===== src/design/scdf_pkg.sv =====
`timescale 1ns / 1ps
// types and constants for the signature framed command deframer
// no dependencies
package scdf_pkg;

  localparam logic [7:0] SIG_A = 8'h41;
  localparam logic [7:0] SIG_R = 8'h52;
  localparam logic [7:0] SIG_M = 8'h4D;
  localparam logic [7:0] SIG_C = 8'h43;

  typedef enum logic [2:0] {
    PH_HUNT = 3'd0,
    PH_R    = 3'd1,
    PH_M    = 3'd2,
    PH_C    = 3'd3,
    PH_HDR  = 3'd4,
    PH_PAY  = 3'd5
  } phase_t;

  typedef enum logic [1:0] {
    KIND_DROP = 2'd0,
    KIND_SIG  = 2'd1,
    KIND_HDR  = 2'd2,
    KIND_PAY  = 2'd3
  } byte_kind_t;

  typedef struct packed {
    byte_kind_t kind;
    logic [7:0] position;
    logic [7:0] byte_value;
    logic       frame_done;
    logic [7:0] payload_length;
    logic       length_out_of_range;
  } result_t;

endpackage


===== src/design/scdf_in_stage.sv =====
`timescale 1ns / 1ps
// input register for received bytes
// depends on nothing but the handshake from the top level
module scdf_in_stage (
  input  logic       clk,
  input  logic       rst,
  input  logic       in_valid,
  output logic       in_ready,
  input  logic [7:0] rx_byte,
  input  logic       advance,
  output logic       held_valid,
  output logic [7:0] held_byte
);

  assign in_ready = !held_valid || advance;

  always_ff @(posedge clk) begin
    if (rst) begin
      held_valid <= 1'b0;
    end else if (in_ready) begin
      held_valid <= in_valid;
    end
  end

  always_ff @(posedge clk) begin
    if (in_valid && in_ready) begin
      held_byte <= rx_byte;
    end
  end

endmodule


===== src/design/scdf_parser.sv =====
`timescale 1ns / 1ps
// frame parsing state machine: signature hunt, header, length latch, payload
// uses scdf_pkg
module scdf_parser import scdf_pkg::*; #(
  parameter int HEADER_LEN    = 16,
  parameter int LENGTH_OFFSET = 5,
  parameter int MAX_PAYLOAD   = 64
) (
  input  logic       clk,
  input  logic       rst,
  input  logic       advance,
  input  logic [7:0] rx_byte,
  output result_t    res
);

  phase_t     phase, phase_next;
  logic [7:0] header_count, header_count_next;
  logic [7:0] payload_count, payload_count_next;
  logic [7:0] length_latch, length_latch_next;

  logic [7:0] hc_inc;
  logic [7:0] pc_inc;
  logic       len_hit;
  logic       len_ok;
  logic [7:0] want;

  assign hc_inc  = header_count + 8'd1;
  assign pc_inc  = payload_count + 8'd1;
  assign len_hit = (phase == PH_HDR) && (header_count == 8'(LENGTH_OFFSET));
  assign length_latch_next = len_hit ? rx_byte : length_latch;
  assign len_ok  = (length_latch_next != 8'd0) &&
                   (length_latch_next <= 8'(MAX_PAYLOAD));

  always_comb begin
    case (phase)
      PH_R:    want = SIG_R;
      PH_M:    want = SIG_M;
      default: want = SIG_C;
    endcase
  end

  // next state
  always_comb begin
    phase_next         = phase;
    header_count_next  = header_count;
    payload_count_next = payload_count;
    case (phase)
      PH_R, PH_M, PH_C: begin
        if (rx_byte == want) begin
          phase_next        = phase_t'(phase + 3'd1);
          header_count_next = {5'd0, phase} + 8'd1;
        end else begin
          phase_next = PH_HUNT;
        end
      end
      PH_HDR: begin
        header_count_next = hc_inc;
        if (hc_inc >= 8'(HEADER_LEN)) begin
          if (len_ok) begin
            payload_count_next = 8'd0;
            phase_next         = PH_PAY;
          end else begin
            header_count_next = 8'd0;
            phase_next        = PH_HUNT;
          end
        end
      end
      PH_PAY: begin
        payload_count_next = pc_inc;
        if (pc_inc >= length_latch) begin
          payload_count_next = 8'd0;
          phase_next         = PH_HUNT;
        end
      end
      default: begin
        phase_next = PH_HUNT;
        if (rx_byte == SIG_A) begin
          header_count_next = 8'd1;
          phase_next        = PH_R;
        end
      end
    endcase
  end

  // result for this byte
  always_comb begin
    res                     = '0;
    res.kind                = KIND_DROP;
    res.byte_value          = rx_byte;
    res.payload_length      = length_latch_next;
    case (phase)
      PH_R, PH_M, PH_C: begin
        if (rx_byte == want) begin
          res.kind     = KIND_SIG;
          res.position = {5'd0, phase};
        end
      end
      PH_HDR: begin
        res.kind     = KIND_HDR;
        res.position = header_count;
        if (hc_inc >= 8'(HEADER_LEN) && !len_ok) begin
          res.frame_done          = 1'b1;
          res.length_out_of_range = 1'b1;
        end
      end
      PH_PAY: begin
        res.kind       = KIND_PAY;
        res.position   = payload_count;
        res.frame_done = (pc_inc >= length_latch);
      end
      default: begin
        if (rx_byte == SIG_A) begin
          res.kind = KIND_SIG;
        end
      end
    endcase
  end

  always_ff @(posedge clk) begin
    if (rst) begin
      phase         <= PH_HUNT;
      header_count  <= 8'd0;
      payload_count <= 8'd0;
      length_latch  <= 8'd0;
    end else if (advance) begin
      phase         <= phase_next;
      header_count  <= header_count_next;
      payload_count <= payload_count_next;
      length_latch  <= length_latch_next;
    end
  end

`ifndef SYNTHESIS
  a_done_to_hunt: assert property (@(posedge clk) disable iff (rst)
    advance && res.frame_done |=> phase == PH_HUNT)
    else $error("frame end did not return to hunting");

  a_sig_to_header: assert property (@(posedge clk) disable iff (rst)
    advance && phase == PH_C && res.kind == KIND_SIG |=>
      phase == PH_HDR && header_count == 8'd4)
    else $error("full signature did not open the header");

  a_pay_in_range: assert property (@(posedge clk) disable iff (rst)
    phase == PH_PAY |-> payload_count < length_latch && length_latch != 8'd0)
    else $error("payload count beyond latched length");

  a_hdr_done_oor: assert property (@(posedge clk) disable iff (rst)
    advance && phase == PH_HDR && res.frame_done |-> res.length_out_of_range
      && !len_ok)
    else $error("header frame end without out of range length");
`endif

endmodule


===== src/design/scdf_out_stage.sv =====
`timescale 1ns / 1ps
// result register toward the output channel
// uses scdf_pkg
module scdf_out_stage import scdf_pkg::*; (
  input  logic    clk,
  input  logic    rst,
  input  logic    load,
  input  result_t res,
  output logic    can_load,
  output logic    out_valid,
  input  logic    out_ready,
  output result_t held
);

  assign can_load = !out_valid || out_ready;

  always_ff @(posedge clk) begin
    if (rst) begin
      out_valid <= 1'b0;
    end else if (can_load) begin
      out_valid <= load;
    end
  end

  always_ff @(posedge clk) begin
    if (load && can_load) begin
      held <= res;
    end
  end

endmodule


===== src/design/signature_framed_command_deframer.sv =====
`timescale 1ns / 1ps
// Deframer for byte streams framed by the signature A,R,M,C, a fixed-length
// header carrying a length byte, and a payload of that length. One byte is
// accepted per cycle unless out_ready stalls the result register, and every
// byte yields one tagged result via the input register and then the result
// register; the rate is set by the single parse state machine between them,
// which updates once per byte. A length of zero or above MAX_PAYLOAD ends the
// frame on its last header byte with the out-of-range flag. Uses scdf_pkg.
module signature_framed_command_deframer import scdf_pkg::*; #(
  parameter int HEADER_LEN    = 16,
  parameter int LENGTH_OFFSET = 5,
  parameter int MAX_PAYLOAD   = 64
) (
  input  logic       clk,
  input  logic       rst,
  input  logic       in_valid,
  output logic       in_ready,
  input  logic [7:0] rx_byte,
  output logic       out_valid,
  input  logic       out_ready,
  output logic [1:0] byte_kind,
  output logic [7:0] position,
  output logic [7:0] byte_value,
  output logic       frame_done,
  output logic [7:0] payload_length,
  output logic       length_out_of_range
);

  logic       held_valid;
  logic [7:0] held_byte;
  logic       can_load;
  logic       advance;
  result_t    res;
  result_t    res_q;

  assign advance = held_valid && can_load;

  scdf_in_stage u_in (
    .clk        (clk),
    .rst        (rst),
    .in_valid   (in_valid),
    .in_ready   (in_ready),
    .rx_byte    (rx_byte),
    .advance    (advance),
    .held_valid (held_valid),
    .held_byte  (held_byte)
  );

  scdf_parser #(
    .HEADER_LEN    (HEADER_LEN),
    .LENGTH_OFFSET (LENGTH_OFFSET),
    .MAX_PAYLOAD   (MAX_PAYLOAD)
  ) u_parser (
    .clk     (clk),
    .rst     (rst),
    .advance (advance),
    .rx_byte (held_byte),
    .res     (res)
  );

  scdf_out_stage u_out (
    .clk       (clk),
    .rst       (rst),
    .load      (held_valid),
    .res       (res),
    .can_load  (can_load),
    .out_valid (out_valid),
    .out_ready (out_ready),
    .held      (res_q)
  );

  assign byte_kind           = res_q.kind;
  assign position            = res_q.position;
  assign byte_value          = res_q.byte_value;
  assign frame_done          = res_q.frame_done;
  assign payload_length      = res_q.payload_length;
  assign length_out_of_range = res_q.length_out_of_range;

endmodule


===== config.mk =====
export PLATFORM = sky130hd
export DESIGN_NAME = signature_framed_command_deframer
export DESIGN_NICKNAME = d
export VERILOG_FILES = /design/src/design/scdf_pkg.sv /design/src/design/scdf_in_stage.sv /design/src/design/scdf_parser.sv /design/src/design/scdf_out_stage.sv /design/src/design/signature_framed_command_deframer.sv
export SDC_FILE = /design/constraint.sdc
export NUM_CORES = 1
export LEC_CHECK = 0
export ABC_AREA = 1
export BUFFER_PORTS_ARGS = -buffer_cell sky130_fd_sc_hd__buf_2
export CAP_MARGIN = 20
export CORE_ASPECT_RATIO = 1.2
export CORE_MARGIN = 1
export CORE_UTILIZATION = 38
export CTS_BUF_LIST = sky130_fd_sc_hd__clkbuf_4
export DETAILED_ROUTE_END_ITERATION = 10
export PLACE_DENSITY = 0.54
export SLEW_MARGIN = 20
export SYNTH_ARGS = -nofsm -noshare
export SYNTH_HDL_FRONTEND = slang
export SYNTH_SLANG_ARGS = --single-unit

===== constraint.sdc =====
create_clock -name clk -period 8.1 [get_ports clk]
set_clock_uncertainty 0.2 [all_clocks]
set_input_delay 0.81 -clock clk [delete_from_list [all_inputs] [get_ports clk]]
set_output_delay 0.81 -clock clk [all_outputs]
set_load 0.01 [all_outputs]

==> metrics.txt <==
outcome=complete, no violations; crit-path most repeated cell=nand2_1; Via-to-Cell Ratio=4.85; Yosys reg bits=65; Worst Setup EP=u_parser.payload_count[4]; Final setup viols=0; critical path's largest stage delay=0.57 ns; Logic pwr share=0.143; die area=9710 um2; drt pass-1 iters=4; Post-synth EDFFs=36; fin crit share=0.385; Unique masters post-synth=33; clk slew on worst S/H paths=0.13 ns; RD Place Congestion=0.846; Synth Area per Inst=8.37 um2; DRC errors left=0; Total GRT Usage=0.183; Max stage delay cell, worst path=clkinv_1; Setup Fix Bufs, Post-CTS=0; largest net degree at the start of global routing=26; share of layout cells above drive strength 1=0.204; Pins Over Slew Limit=0; Reg2Reg Depth=14; Filler Cells Inserted=924; Net Sw Power=0.214 mW; clock buffer count from CTS=9; FFs w/ async S/R, synth=0; post-DP HPWL=6.16 mm; gr ovfl total=0; fmax=321 MHz; FF-to-FF Start=u_parser.phase[0]; Leak=1.92 nW; Initial Util=0.392; Synth Cell Area=3540 um2; cts repair resizes=0; number of global-route vias before repair=2887; CP Launch Type=flip-flop; Internal=0.527 mW; final hold violations=0; unrepaired setup endpoints after global routing=no; per-cell routed wire length=13.8 um; Vias=2892; Power, Total=0.741 mW; most common cell after layout, fill and taps aside=nand2_1; die height=108 um; WS Path Type=reg -> reg; synthesized net count=451; Tightest Pin Transition=0.628 ns; Max FO, Critical Path=18; Root Driver=clkbuf_4; post-synthesis sequential area ratio=0.469; nets@finish=499; Max clock buf depth=2; PwrDens=183 nW/um2; Placeable Area=9030 um2; drt initial violations=98; RR Endpoint=u_parser.payload_count[4]; DRT antenna net count=0; setup TNS=0 ns; ys flop type=edfxtp_1; Clock Latency Late Sink=0.42 ns; Rows=38; sequential share of power=0.505; Sink Count=65; clock network power share=0.352; Ant. Diodes=0; Yosys warnings=0; initial antenna violation count=0; min Tclk post-route=3.11 ns; H-Tree Depth=3; Mapped Cells=423; WL final=8.22 mm; Max VDD drop=0.0000695 V; Hold WC Path Type=reg -> reg; DIE WIDTH=90.1 um; max_cap viols=0; Sw Ratio=0.288; CTS tree=built; global-route wire length before repair=13.9 mm; Reg2Reg Setup Slack=4.99 ns; Critical Path Start=u_parser.phase[0]; I/O Buffers=41; max_slew headroom=0.579; CP cell instances=inv_1, ha_1, nand2_2, clkinv_1, nand3_1, nand2_1, nand2_1, nor2_4, nand2_2, nand3_4, nand2_4, nand2_1, nand2_1, nor2_1; IO Pins=42; crit path DAT=3.21 ns; CTS Hold Bufs=0; leading cell types in the layout, fill and taps excluded=nand2_1, inv_1, buf_2; WP data required=8.20 ns; crit path capture type=flip-flop; Area Overhead vs Synth=14.2%
sequential cells by signal (all words and copies together) (netlist names):
name and count:
u_out.held 28, u_out.out_valid 1, u_parser.header_count 8, u_parser.phase 3
u_parser.payload_count 8, u_parser.length_latch 8, u_in.held_byte 8, u_in.held_valid 1
per-stage QoR:
step           hold slack (ns)   util  cells  setup WS (ns)  instance area [um2]
4_1_cts                  0.280  0.448    596           4.97                 4050
2_1_floorplan            0.226      -    423           5.29                 3540
3_3_place_gp             0.238  0.429    580           5.05                 3880
6_report                 0.274  0.448    596           4.99                 4050
5_1_grt                  0.306  0.448    596           4.71                 4050
3_5_place_dp             0.249  0.429    580           5.00                 3880
synthesized netlist by cell type, types with 4 or more instances:
library cell   n  area (um2)
ha_1          16         200
inv_2          6        22.5
nand3_1       31         155
nand3_2        5        50.1
nand2_2       14        87.6
a21oi_1       24         120
clkbuf_1       4        15.0
nor2_1        30         113
nor2_4         4        45.0
xor2_1        10        87.6
o22ai_1        6        37.5
edfxtp_1      36        1080
nor3_1         7        35.0
nand2_1       85         319
nand4_1        7        43.8
dfxtp_1       29         581
inv_1         73         274
o21ai_0       15        75.1
cell type report:
type	instances	area (um2)	share of cell area
Sequential cell	65	1660	0.411
Clock inverter	6	92.6	0.0229
Inverter	80	300	0.0742
Clock buffer	10	75.1	0.0186
Tap cell	120	150	0.0371
Timing Repair Buffer	42	213	0.0526
Multi-Input combinational cell	273	1550	0.384
metal layers:
| layer | share of wire | track usage | vias to the layer above |
|---|---|---|---|
| met4 | 0.023 | 0.0806 | 0 |
| met3 | 0.031 | 0.0240 | 15 |
| met2 | 0.49 | 0.311 | 62 |
| li1 | - | - | 1477 |
| met5 | 0 | 0 | - |
| met1 | 0.46 | 0.232 | 1338 |
worst max-delay path, delay by kind of cell, from the launching register on:
kind	cells	cell delay, ns
AND/OR/NAND/NOR	11	1.43
adder cells (fa/ha/maj)	1	0.23
flip-flops	1	0.41
buffers and inverters	2	0.71
how the worst min path moves through the flow:
stage / from / endpoint / slack [ns] / depth (start not counted)
3_3_place_gp: u_in.held_byte[0] / u_out.held[10] / 0.24 / 0
5_1_grt: u_in.held_byte[7] / u_out.held[17] / 0.31 / 0
4_1_cts: u_in.held_byte[0] / u_out.held[10] / 0.28 / 0
6_report: u_in.held_byte[0] / u_out.held[10] / 0.27 / 0
3_5_place_dp: u_in.held_byte[0] / u_out.held[10] / 0.25 / 0
2_1_floorplan: u_in.held_byte[0] / u_out.held[10] / 0.23 / 0
cell families after synthesis:
| kind of cell | count (synthesis) | synth area share |
|---|---|---|
| adders and majority gates | 16 | 0.0565 |
| AOI/OAI and AO/OA | 55 | 0.0911 |
| DFF | 65 | 0.469 |
| and+or+nand+nor | 192 | 0.266 |
| buffers and inverters | 85 | 0.0922 |
| xor gates and xnor gates | 10 | 0.0247 |
power groups by stage:
| stage | registers (mW) | clock network, mW | logic, mW |
|---|---|---|---|
| floorplan | 0.383 | 0 | 0.0754 |
| global placement | 0.381 | 0 | 0.105 |
| detailed placement | 0.382 | 0 | 0.106 |
| CTS | 0.374 | 0.267 | 0.107 |
| global route | 0.376 | 0.278 | 0.121 |
| finish | 0.374 | 0.261 | 0.106 |
No activity file was read; power rests on OpenSTA's default activity.
